## src/design/foc_pkg.sv

```systemverilog
`default_nettype none
// ----------------------------------------------------------------------------
// foc_pkg
// Shared types, operation codes and Q15 coefficients of the frame transform unit.
// ----------------------------------------------------------------------------
package foc_pkg;

  localparam int DATA_WIDTH  = 16;
  localparam int ANGLE_WIDTH = 16;
  localparam int FUNC_WIDTH  = 2;
  localparam int FRAC_BITS   = 15;
  localparam int COEF_WIDTH  = FRAC_BITS + 2;
  localparam int PROD_WIDTH  = DATA_WIDTH + COEF_WIDTH;
  localparam int ACC_WIDTH   = PROD_WIDTH + 2;

  localparam logic [FUNC_WIDTH-1:0] FUNC_CLARKE       = 2'd0;
  localparam logic [FUNC_WIDTH-1:0] FUNC_PARK         = 2'd1;
  localparam logic [FUNC_WIDTH-1:0] FUNC_INV_PARK     = 2'd2;
  localparam logic [FUNC_WIDTH-1:0] FUNC_INV_CLARKE   = 2'd3;

  localparam logic signed [COEF_WIDTH-1:0] C_ZERO           = 17'sd0;
  localparam logic signed [COEF_WIDTH-1:0] C_TWO_THIRDS     = 17'sd21845;
  localparam logic signed [COEF_WIDTH-1:0] C_NEG_THIRD      = -17'sd10923;
  localparam logic signed [COEF_WIDTH-1:0] C_INV_SQRT3      = 17'sd18919;
  localparam logic signed [COEF_WIDTH-1:0] C_NEG_INV_SQRT3  = -17'sd18919;
  localparam logic signed [COEF_WIDTH-1:0] C_NEG_HALF       = -17'sd16384;
  localparam logic signed [COEF_WIDTH-1:0] C_HALF_SQRT3     = 17'sd28378;
  localparam logic signed [COEF_WIDTH-1:0] C_NEG_HALF_SQRT3 = -17'sd28378;
  localparam logic signed [COEF_WIDTH-1:0] C_ONE            = 17'sd32768;

  localparam logic signed [DATA_WIDTH-1:0] DATA_MAX = {1'b0, {(DATA_WIDTH-1){1'b1}}};
  localparam logic signed [DATA_WIDTH-1:0] DATA_MIN = {1'b1, {(DATA_WIDTH-1){1'b0}}};

  typedef struct packed {
    logic [FUNC_WIDTH-1:0]        func;
    logic signed [DATA_WIDTH-1:0] in_a;
    logic signed [DATA_WIDTH-1:0] in_b;
    logic signed [DATA_WIDTH-1:0] in_c;
    logic [ANGLE_WIDTH-1:0]       angle;
  } in_t;

  typedef struct packed {
    logic signed [DATA_WIDTH-1:0] out_a;
    logic signed [DATA_WIDTH-1:0] out_b;
    logic signed [DATA_WIDTH-1:0] out_c;
    logic                         saturated;
  } out_t;

  // coefficients applied to the a, b and c operands for one result component
  typedef struct packed {
    logic signed [COEF_WIDTH-1:0] ka;
    logic signed [COEF_WIDTH-1:0] kb;
    logic signed [COEF_WIDTH-1:0] kc;
  } row_t;

  typedef struct packed {
    row_t ra;
    row_t rb;
    row_t rc;
  } mat_t;

endpackage
`default_nettype wire

```

## src/design/foc_coef.sv

```systemverilog
`default_nettype none
// ----------------------------------------------------------------------------
// foc_coef
// Builds the 3x3 Q15 coefficient matrix for the selected transform.
// ----------------------------------------------------------------------------
module foc_coef (
  input  wire logic [foc_pkg::FUNC_WIDTH-1:0]         func,
  input  wire logic signed [foc_pkg::COEF_WIDTH-1:0]  sin_val,
  input  wire logic signed [foc_pkg::COEF_WIDTH-1:0]  cos_val,
  output foc_pkg::mat_t                               coef
);

  logic signed [foc_pkg::COEF_WIDTH-1:0] neg_sin;

  always_comb begin
    neg_sin = -sin_val;
    coef    = '0;
    case (func)
      foc_pkg::FUNC_CLARKE: begin
        coef.ra = '{foc_pkg::C_TWO_THIRDS, foc_pkg::C_NEG_THIRD, foc_pkg::C_NEG_THIRD};
        coef.rb = '{foc_pkg::C_ZERO, foc_pkg::C_INV_SQRT3, foc_pkg::C_NEG_INV_SQRT3};
      end
      foc_pkg::FUNC_PARK: begin
        coef.ra = '{cos_val, sin_val, foc_pkg::C_ZERO};
        coef.rb = '{neg_sin, cos_val, foc_pkg::C_ZERO};
      end
      foc_pkg::FUNC_INV_PARK: begin
        coef.ra = '{cos_val, neg_sin, foc_pkg::C_ZERO};
        coef.rb = '{sin_val, cos_val, foc_pkg::C_ZERO};
      end
      foc_pkg::FUNC_INV_CLARKE: begin
        coef.ra = '{foc_pkg::C_ONE, foc_pkg::C_ZERO, foc_pkg::C_ZERO};
        coef.rb = '{foc_pkg::C_NEG_HALF, foc_pkg::C_HALF_SQRT3, foc_pkg::C_ZERO};
        coef.rc = '{foc_pkg::C_NEG_HALF, foc_pkg::C_NEG_HALF_SQRT3, foc_pkg::C_ZERO};
      end
      default: begin
        coef = '0;
      end
    endcase
  end

endmodule
`default_nettype wire

```

## config.mk

```make
export PLATFORM = sky130hd
export DESIGN_NAME = foc_coef
export DESIGN_NICKNAME = d
export VERILOG_FILES = /design/src/design/foc_pkg.sv /design/src/design/foc_coef.sv
export SDC_FILE = /design/constraint.sdc
export NUM_CORES = 1
export LEC_CHECK = 0
export ABC_CLOCK_PERIOD_IN_PS = 1700
export BUFFER_PORTS_ARGS = -buffer_cell sky130_fd_sc_hd__buf_2
export CAP_MARGIN = 15
export CORE_AREA = 2 2 74 76
export DETAILED_ROUTE_END_ITERATION = 6
export DIE_AREA = 0 0 76 78
export GPL_TIMING_DRIVEN = 0
export MAX_ROUTING_LAYER = met4
export PLACE_DENSITY = 0.74
export SYNTH_ARGS = -nofsm -noshare
export SYNTH_HDL_FRONTEND = slang
export SYNTH_SLANG_ARGS = --single-unit
```

## constraint.sdc

```tcl
create_clock -name vclk -period 1.7
set_input_delay 0.17 -clock vclk [all_inputs]
set_output_delay 0.17 -clock vclk [all_outputs]
set_load 0.03 [all_outputs]
```

==> results of run 1 <==
## Yosys cell counts (all sizes together)
| cell type | number |
|---|---|
| a21bo | 1 |
| a21boi | 1 |
| a21oi | 5 |
| a22o | 9 |
| and2 | 10 |
| buf | 89 |
| clkbuf | 11 |
| clkinv | 2 |
| conb | 1 |
| ha | 1 |
| inv | 2 |
| maj3 | 13 |
| nand2 | 15 |
| nand2b | 7 |
| nand3 | 3 |
| nand3b | 1 |
| nand4 | 3 |
| nor2 | 12 |
| nor2b | 1 |
| nor3 | 5 |
| nor4 | 4 |
| nor4b | 1 |
| o21ai | 24 |
| o22ai | 2 |
| o32ai | 1 |
| o41ai | 1 |
| or2 | 4 |
| or3 | 1 |
| or4 | 4 |
| xnor2 | 11 |
| xor2 | 2 |
## worst max-delay path: cells and delay by family
kind                   cells  cell delay [ps]
AO/OA/AOI/OAI              1              110
buffers and inverters      2              300
AND/OR/NAND/NOR            3             1050
## where the power goes
part	switching, mW	internal (mW)	leakage (nW)
clock	0	0	0
combinational	0.770	0.441	1.73
sequential	0	0	0
total	0.770	0.441	1.73
## routing by layer
metal  wire (um)  vias up
met5           0        -
met4          98        0
met3         421       10
met2        3070      114
met1        2360      913
li1            -     1083
## kinds of logic (layout without fill, tap and decap cells)
group / count (synthesis) / count (layout) / share of synthesized area
and+or+nand+nor: 71 / 71 / 0.245
adders and majority gates: 14 / 14 / 0.0855
xor gates and xnor gates: 13 / 13 / 0.0683
AOI/OAI and AO/OA: 44 / 44 / 0.163
buffers and inverters: 104 / 242 / 0.436
other: 1 / 56 / 0.00225
## worst paths after layout
check	startpoint	to	slack, ps	depth (start not counted)
worst min-delay path	sin_val[11]	coef[130]	690	4
worst max-delay path	sin_val[0]	coef[134]	-100	6
## repair_timing
action | in CTS | in global routing
setup buffers | 7 | 3
endpoints found under the setup margin | 79 | 36
gates cloned | 0 | 0
hold buffers | 0 | 0
resized for setup | 84 | 25
pin swaps | 19 | 16
## cell usage in the layout (no fill, tap or decap), types with 2 or more instances in the layout
cell type,count
buf_2,102
clkbuf_2,7
inv_4,2
o21ai_1,5
nand4_1,3
o22ai_2,2
a21oi_1,3
buf_6,14
buf_4,105
nor2_1,7
maj3_1,13
nand2b_1,5
nand2_1,14
or4_4,3
nor4_4,3
buf_12,2
nand3_1,2
nor3_4,2
nor2_2,2
buf_8,4
a22o_1,7
nor2_4,3
conb_1,56
a22o_2,2
xnor2_1,9
xnor2_2,2
o21ai_0,16
or2_2,3
and2_1,9
a21oi_2,2
o21ai_2,2
nor3_2,2
clkbuf_4,3
## layout make-up
| class | count | area share |
|---|---|---|
| multi-input combinational | 198 | 0.441 |
| timing repair buffer | 139 | 0.287 |
| buffer | 99 | 0.237 |
| tap | 70 | 0.0284 |
| inverter | 4 | 0.00689 |
==> metrics.cfg, run 1 <==
[finish]
num_antenna_cells=0
final_core_util=0.612
area_growth_pct=85.1
final-instance-count-excl-fill=510
fin_area_sq_um=3090
n_fill_cell=448
nets=479
drive_above_1_share=0.643
register_area_sq_um=0
nFlopsAndLatches=0
clkbuf_count=0
multi_input_area_sq_um=1360

[global_routing]
grtUsageMet1=0.213
antenna_found_initial=0
use_met2=0.368
busiest_layer=met2
grtUsageMet3=0.0256
overflow=0
track_usage=0.191
grt_pass1_vias=2052
grt_first_pass_wirelength_um=9520
grt_max_degree=23

[setup_path]
crit_required_ps=1530
slowest_stage=or4_4
crit_chain=buf_8 > or4_4 > or2_4 > nor3_4 > o32ai_2 > buf_4
cp-start-kind=input port
path_max_fanout=5
worstSetupPathType=input port to output pin
arrival_ps=1630
cp-end-kind=output pin
slowest_delay_ps=600

[power]
power_mw=1.21
leakage_nw=1.73
power_density_nw_per_um2=392
peakVddDrop_v=0.000212

[placed_design]
port_buffers=129
place_ws_ps=-411
placedCellCount=501
dpl_cell_area_sq_um=2650
detailed_place_hpwl_um=4920
gp_congestion=0.823

[routing]
drtIter0Drc=48
viasPerCell=4.16
drtAntennaViolNets=0
route.detailed.drc=0
drt-pass1-iter-count=4
vias=2120
drt-total-wl_um=5950
wl_per_cell_um=11.7

[timing]
post-route-min-period_ps=1800
whs_ps=686
worst_pin_slew_ps=537
max_freq_ghz=0.556
setup_slack_ps=-99.0
relSlewSlack=0.642
final-max-slew-violation-count=0
rsz0062_at_grt=yes
finalHoldViolations=0
fin_tns_setup_ps=-311
setup_viol=7
period_share=1.06

[floorplan]
core_sq_um=5040
rows=26
io_pins=189
start_util=0.331
dieArea_sq_um=5930
dieWidth_um=76
die_y_um=78

[synthesis]
netlist_area_sq_um=1670
synth_cells=247
synth.area.top_cells=buf_4, maj3_1, o21ai_0
ys_types=38
avgSynthCellArea_sq_um=6.75
netlist.top_cell.by_area=buf_4
yosys_warnings=0
synth_top_area_frac=0.392
ys_seq_area_frac=0

[outcome]
violations=negative setup slack
outcome=finished with violations

[run]
max_cap_viol_count=0

[min_path]
hold_path.class=input port to output pin

(Power assumes the default switching activity.)
==> run 2: changes to the inputs <==
--- a/config.mk
+++ b/config.mk
@@ -8,12 +8,14 @@
 export ABC_CLOCK_PERIOD_IN_PS = 1700
 export BUFFER_PORTS_ARGS = -buffer_cell sky130_fd_sc_hd__buf_2
 export CAP_MARGIN = 15
-export CORE_AREA = 2 2 74 76
+export CELL_PAD_IN_SITES_DETAIL_PLACEMENT = 0
+export CELL_PAD_IN_SITES_GLOBAL_PLACEMENT = 1
+export CORE_MARGIN = 2
+export CORE_UTILIZATION = 22
 export DETAILED_ROUTE_END_ITERATION = 6
-export DIE_AREA = 0 0 76 78
 export GPL_TIMING_DRIVEN = 0
 export MAX_ROUTING_LAYER = met4
-export PLACE_DENSITY = 0.74
+export PLACE_DENSITY = 0.82
 export SYNTH_ARGS = -nofsm -noshare
 export SYNTH_HDL_FRONTEND = slang
 export SYNTH_SLANG_ARGS = --single-unit
==> run 2 against run 1 <==
Effect of this change: the run still ends with negative setup slack left; critical path depth unchanged; combinational power barely moved; die area up 40%; clock-buffer cell count is the same; cell count increased by 5.5%; setup slack got worse by 21 ps; non-clock buffer count shrank 1; fmax fell by 1.1%.
==> metrics.cfg, run 2 (same netlist as run 1, synthesis figures left out) <==
[timing]
setup_viol=14  ; was 7
rsz0062_at_grt=yes  ; unchanged
relSlewSlack=0.633  ; was 0.642
final-max-slew-violation-count=0  ; unchanged
whs_ps=686  ; about the same
period_share=1.07  ; was 1.06
setup_slack_ps=-120  ; was -99.0 ps
post-route-min-period_ps=1820  ; was 1800 ps
max_freq_ghz=0.550  ; was 0.556 GHz
worst_pin_slew_ps=550  ; was 537 ps
finalHoldViolations=0  ; unchanged

[power]
p_comb_frac=1.000  ; about the same
swShare=0.637  ; was 0.636
power_frac_seq=0  ; about the same
power_density_nw_per_um2=390  ; was 392 nW/um^2
clock_power_share=0  ; about the same
leakage_nw=1.71  ; was 1.73 nW
internal_power_mw=0.437  ; was 0.441 mW
switchingPower_mw=0.767  ; was 0.770 mW
peakVddDrop_v=0.000124  ; was 0.000212 V

[floorplan]
core_sq_um=7290  ; was 5040 sq um
io_pins=189  ; unchanged
dieArea_sq_um=8290  ; was 5930 sq um
die_y_um=91.1  ; was 78 um
dieWidth_um=91.1  ; was 76 um
rows=31  ; was 26
start_util=0.229  ; was 0.331

[placed_design]
gp_congestion=0.804  ; was 0.823
dpl_cell_area_sq_um=2690  ; was 2650 sq um
detailed_place_hpwl_um=5050  ; was 4920 um
port_buffers=129  ; unchanged

[routing]
drtIter0Drc=34  ; was 48
drt-total-wl_um=6190  ; was 5950 um
vias=2105  ; was 2120
drtAntennaViolNets=0  ; unchanged
viasPerCell=3.91  ; was 4.16
route.detailed.drc=0  ; unchanged
wl_per_cell_um=11.5  ; was 11.7 um
drt-pass1-iter-count=4  ; unchanged

[setup_path]
slowest_stage=or4_4  ; unchanged
crit_required_ps=1530  ; about the same
critical_path_buf_inv_count=2  ; unchanged
crit_chain=buf_8 > or4_4 > nor4_4 > xnor2_1 > a22o_2 > buf_6  ; was buf_8 > or4_4 > or2_4 > nor3_4 > o32ai_2 > buf_4
cp-start-kind=input port  ; unchanged
worstSetupPathType=input port to output pin  ; unchanged
arrival_ps=1650  ; was 1630 ps
crit_cells=6  ; unchanged
path_max_fanout=5  ; unchanged
path_delay_family=simple AND/OR/NAND/NOR gates  ; unchanged
slowest_delay_ps=590  ; was 600 ps
cp-end-kind=output pin  ; unchanged

[finish]
n_fill_cell=775  ; was 448
area_growth_pct=85.1  ; unchanged
register_area_sq_um=0  ; unchanged
num_antenna_cells=0  ; unchanged
fin_area_sq_um=3090  ; unchanged
nFlopsAndLatches=0  ; unchanged
layout_common_cells=buf_4, buf_2, conb_1, buf_6, nand2_1  ; was buf_4, buf_2, conb_1, o21ai_0
drive_above_1_share=0.640  ; was 0.643
nets=478  ; was 479
layout.cells.most_common=buf_4  ; unchanged
clkbuf_count=0  ; unchanged
final_core_util=0.423  ; was 0.612

[min_path]
hold_depth=4  ; unchanged
hold_path.class=input port to output pin  ; unchanged

[global_routing]
overflow=0  ; unchanged
grt_max_degree=23  ; unchanged
grt_pass1_vias=1893  ; was 2052
track_usage=0.135  ; was 0.191
grt_first_pass_wirelength_um=9200  ; was 9520 um
antenna_found_initial=0  ; unchanged

[run]
max_cap_viol_count=0  ; unchanged

[outcome]
outcome=finished with violations  ; unchanged
violations=negative setup slack  ; unchanged

[run 2: cell count changes in the layout (fill, tap and decap cells not counted), moves of 2 or more]
cell	delta
buf_2	-2
buf_4	+3
buf_8	-2
o21ai_0	-3
o21ai_1	+3
[run 2: worst paths after layout]
kind	start	slack (ps)	to
worst min-delay path	sin_val[11]	690	coef[96]
worst max-delay path	sin_val[0]	-120	coef[98]
[run 2: layer usage]
| metal | up-vias | part of all wire | GRT usage |
|---|---|---|---|
| met3 | 12 | 0.087 | 0.0232 |
| met1 | 905 | 0.38 | 0.144 |
| met2 | 112 | 0.51 | 0.255 |
| met5 | - | 0 | - |
| li1 | 1076 | - | - |
| met4 | 0 | 0.025 | 0.0391 |
[run 2: cell type report]
type | instances | area [sq um] | share of cell area
repair buffers | 138 | 862 | 0.279
plain buffers | 99 | 732 | 0.237
well taps | 99 | 124 | 0.0401
multi-input cells | 198 | 1350 | 0.437
inverters | 4 | 21.3 | 0.00689
[run 2: power groups by stage]
stage | clock network, mW | registers, mW | logic [mW]
after floorplan | 0 | 0 | 0.846
after global placement | 0 | 0 | 1.10
after detailed placement | 0 | 0 | 1.10
after CTS | 0 | 0 | 1.18
after global routing | 0 | 0 | 1.27
final | 0 | 0 | 1.20
[run 2: per-stage QoR]
| stage | TNS (ps) | power, mW | setup WS (ps) | cells |
|---|---|---|---|---|
| floorplan | -1020 | 0.846 | -220 | 302 |
| global placement | -13800 | 1.10 | -432 | 530 |
| detailed placement | -15600 | 1.10 | -435 | 530 |
| CTS | -492 | 1.18 | -94.7 | 533 |
| global route | -1850 | 1.27 | -181 | 538 |
| finish | -544 | 1.20 | -120 | 538 |
[run 2: repair_timing]
action                                 CTS  global route
endpoints found under the hold margin    0             0
pin swaps                               19             8
setup endpoints to repair               79            47
setup buffers                            4             5
resized for setup                       77            28
hold buffers                             0             0
==> run 3: changes to the inputs <==
--- a/config.mk
+++ b/config.mk
@@ -15,7 +15,7 @@
 export DETAILED_ROUTE_END_ITERATION = 6
 export GPL_TIMING_DRIVEN = 0
 export MAX_ROUTING_LAYER = met4
-export PLACE_DENSITY = 0.82
+export PLACE_DENSITY = 0.86
 export SYNTH_ARGS = -nofsm -noshare
 export SYNTH_HDL_FRONTEND = slang
 export SYNTH_SLANG_ARGS = --single-unit
==> run 3 against run 2 <==
Effect of this change: largest cell class unchanged; largest power group unchanged; die area stayed put; critical path depth stayed put; critical endpoint is now coef[132]; the flow still finishes with violations (negative setup slack); via count is 0.62% lower.
==> metrics.cfg, run 3 (same netlist as run 1, synthesis figures left out) <==
[finish]
final-instance-count-excl-fill=535  ; was 538
drive_above_1_share=0.649  ; was 0.640
area_growth_pct=86.1  ; was 85.1%
layout_common_cells=buf_2, buf_4, conb_1, buf_6  ; was buf_4, buf_2, conb_1, buf_6, nand2_1
nets=475  ; was 478
num_antenna_cells=0  ; unchanged
final_core_util=0.426  ; was 0.423
nFlopsAndLatches=0  ; unchanged
register_area_sq_um=0  ; unchanged
fin_area_sq_um=3100  ; was 3090 sq um
clkbuf_count=0  ; unchanged

[routing]
vias=2092  ; was 2105
drtAntennaViolNets=0  ; unchanged
route.detailed.drc=0  ; unchanged
drt-pass1-iter-count=4  ; unchanged
wl_met1_um=2460  ; was 2360 um
viasPerCell=3.91  ; about the same
routed-wl-met3_um=477  ; was 541 um
highest-signal-layer=met4  ; unchanged
drtIter0Drc=39  ; was 34
met2_length_um=3210  ; was 3130 um
wl_per_cell_um=11.7  ; was 11.5 um
drt-total-wl_um=6240  ; was 6190 um

[outcome]
violations=negative setup slack  ; unchanged
outcome=finished with violations  ; unchanged

[setup_path]
path_max_fanout=3  ; was 5
arrival_ps=1640  ; was 1650 ps
cp-end-kind=output pin  ; unchanged
worstSetupPathType=input port to output pin  ; unchanged
crit_required_ps=1530  ; about the same
cp-start-kind=input port  ; unchanged

[run]
max_cap_viol_count=0  ; unchanged

[timing]
period_share=1.06  ; was 1.07
setup_slack_ps=-107  ; was -120 ps
rsz0062_at_grt=yes  ; unchanged
relSlewSlack=0.648  ; was 0.633
setup_viol=7  ; was 14
final-max-slew-violation-count=0  ; unchanged
max_freq_ghz=0.553  ; was 0.550 GHz
whs_ps=685  ; was 686 ps
finalHoldViolations=0  ; unchanged
worst_pin_slew_ps=529  ; was 550 ps
post-route-min-period_ps=1810  ; was 1820 ps

[floorplan]
die_y_um=91.1  ; unchanged
io_pins=189  ; unchanged
core_sq_um=7290  ; unchanged
rows=31  ; unchanged
dieWidth_um=91.1  ; unchanged
start_util=0.229  ; unchanged
dieArea_sq_um=8290  ; unchanged

[min_path]
hold_path.class=input port to output pin  ; unchanged

[clocking]
postCtsHoldBufs=0  ; unchanged

[global_routing]
grt_max_degree=23  ; unchanged
antenna_found_initial=0  ; unchanged
overflow=0  ; unchanged
grt_first_pass_wirelength_um=9380  ; was 9200 um
grt_pass1_vias=1965  ; was 1893
track_usage=0.138  ; was 0.135

[placed_design]
detailed_place_hpwl_um=5230  ; was 5050 um
port_buffers=129  ; unchanged
gp_congestion=0.795  ; was 0.804
placedCellCount=530  ; unchanged
dpl_cell_area_sq_um=2690  ; unchanged

[power]
power_mw=1.21  ; was 1.20 mW
peakVddDrop_v=0.000113  ; was 0.000124 V
leakage_nw=1.72  ; was 1.71 nW
power_density_nw_per_um2=390  ; about the same

[run 3: cell types whose count changed in the layout (fill, tap and decap cells not counted), sizes merged]
cell | before | now
buf | 226 | 223
clkinv | 0 | 1
clkinvlp | 1 | 0
[run 3: metal layers]
metal,GRT usage,vias up
li1,-,1074
met1,0.147,902
met2,0.270,110
met3,0.0199,6
met4,0.0253,0
met5,-,-
[run 3: final cells by class]
class | instances | area [sq um]
multi-input combinational | 198 | 1380
tap | 99 | 124
buffer | 99 | 729
timing repair buffer | 135 | 845
inverter | 4 | 23.8
fill | 761 | 4190
[run 3: repair_timing]
| item | in CTS | in global routing |
|---|---|---|
| pin swaps | 21 | 9 |
| setup endpoints to repair | 79 | 37 |
| buffers inserted | 3 | 3 |
| gates cloned | 0 | 0 |
| gates resized for setup | 77 | 39 |
[run 3: per-stage QoR]
stage	setup TNS (ps)	setup slack [ps]
after floorplan	-1020	-220
after global placement	-13390	-408
after detailed placement	-16170	-439
after CTS	-572	-104
after global routing	-926	-154
final	-485	-107
[run 3: path summary, 6_finish.rpt]
check	cells after the start	endpoint	slack [ps]	start
max	6	coef[132]	-110	sin_val[10]
min	3	coef[69]	690	cos_val[1]
[run 3: where the power goes]
group | total (mW) | leakage [nW] | internal [mW] | switching, mW
Sequential | 0 | 0 | 0 | 0
Clock | 0 | 0 | 0 | 0
Combinational | 1.21 | 1.72 | 0.437 | 0.773
Total | 1.21 | 1.72 | 0.437 | 0.773
[run 3: critical path: stages]
cell     delay (ps)
buf_8           100
or4_4           570
nor4_4          320
xnor2_2         110
a22o_2          220
buf_6           140
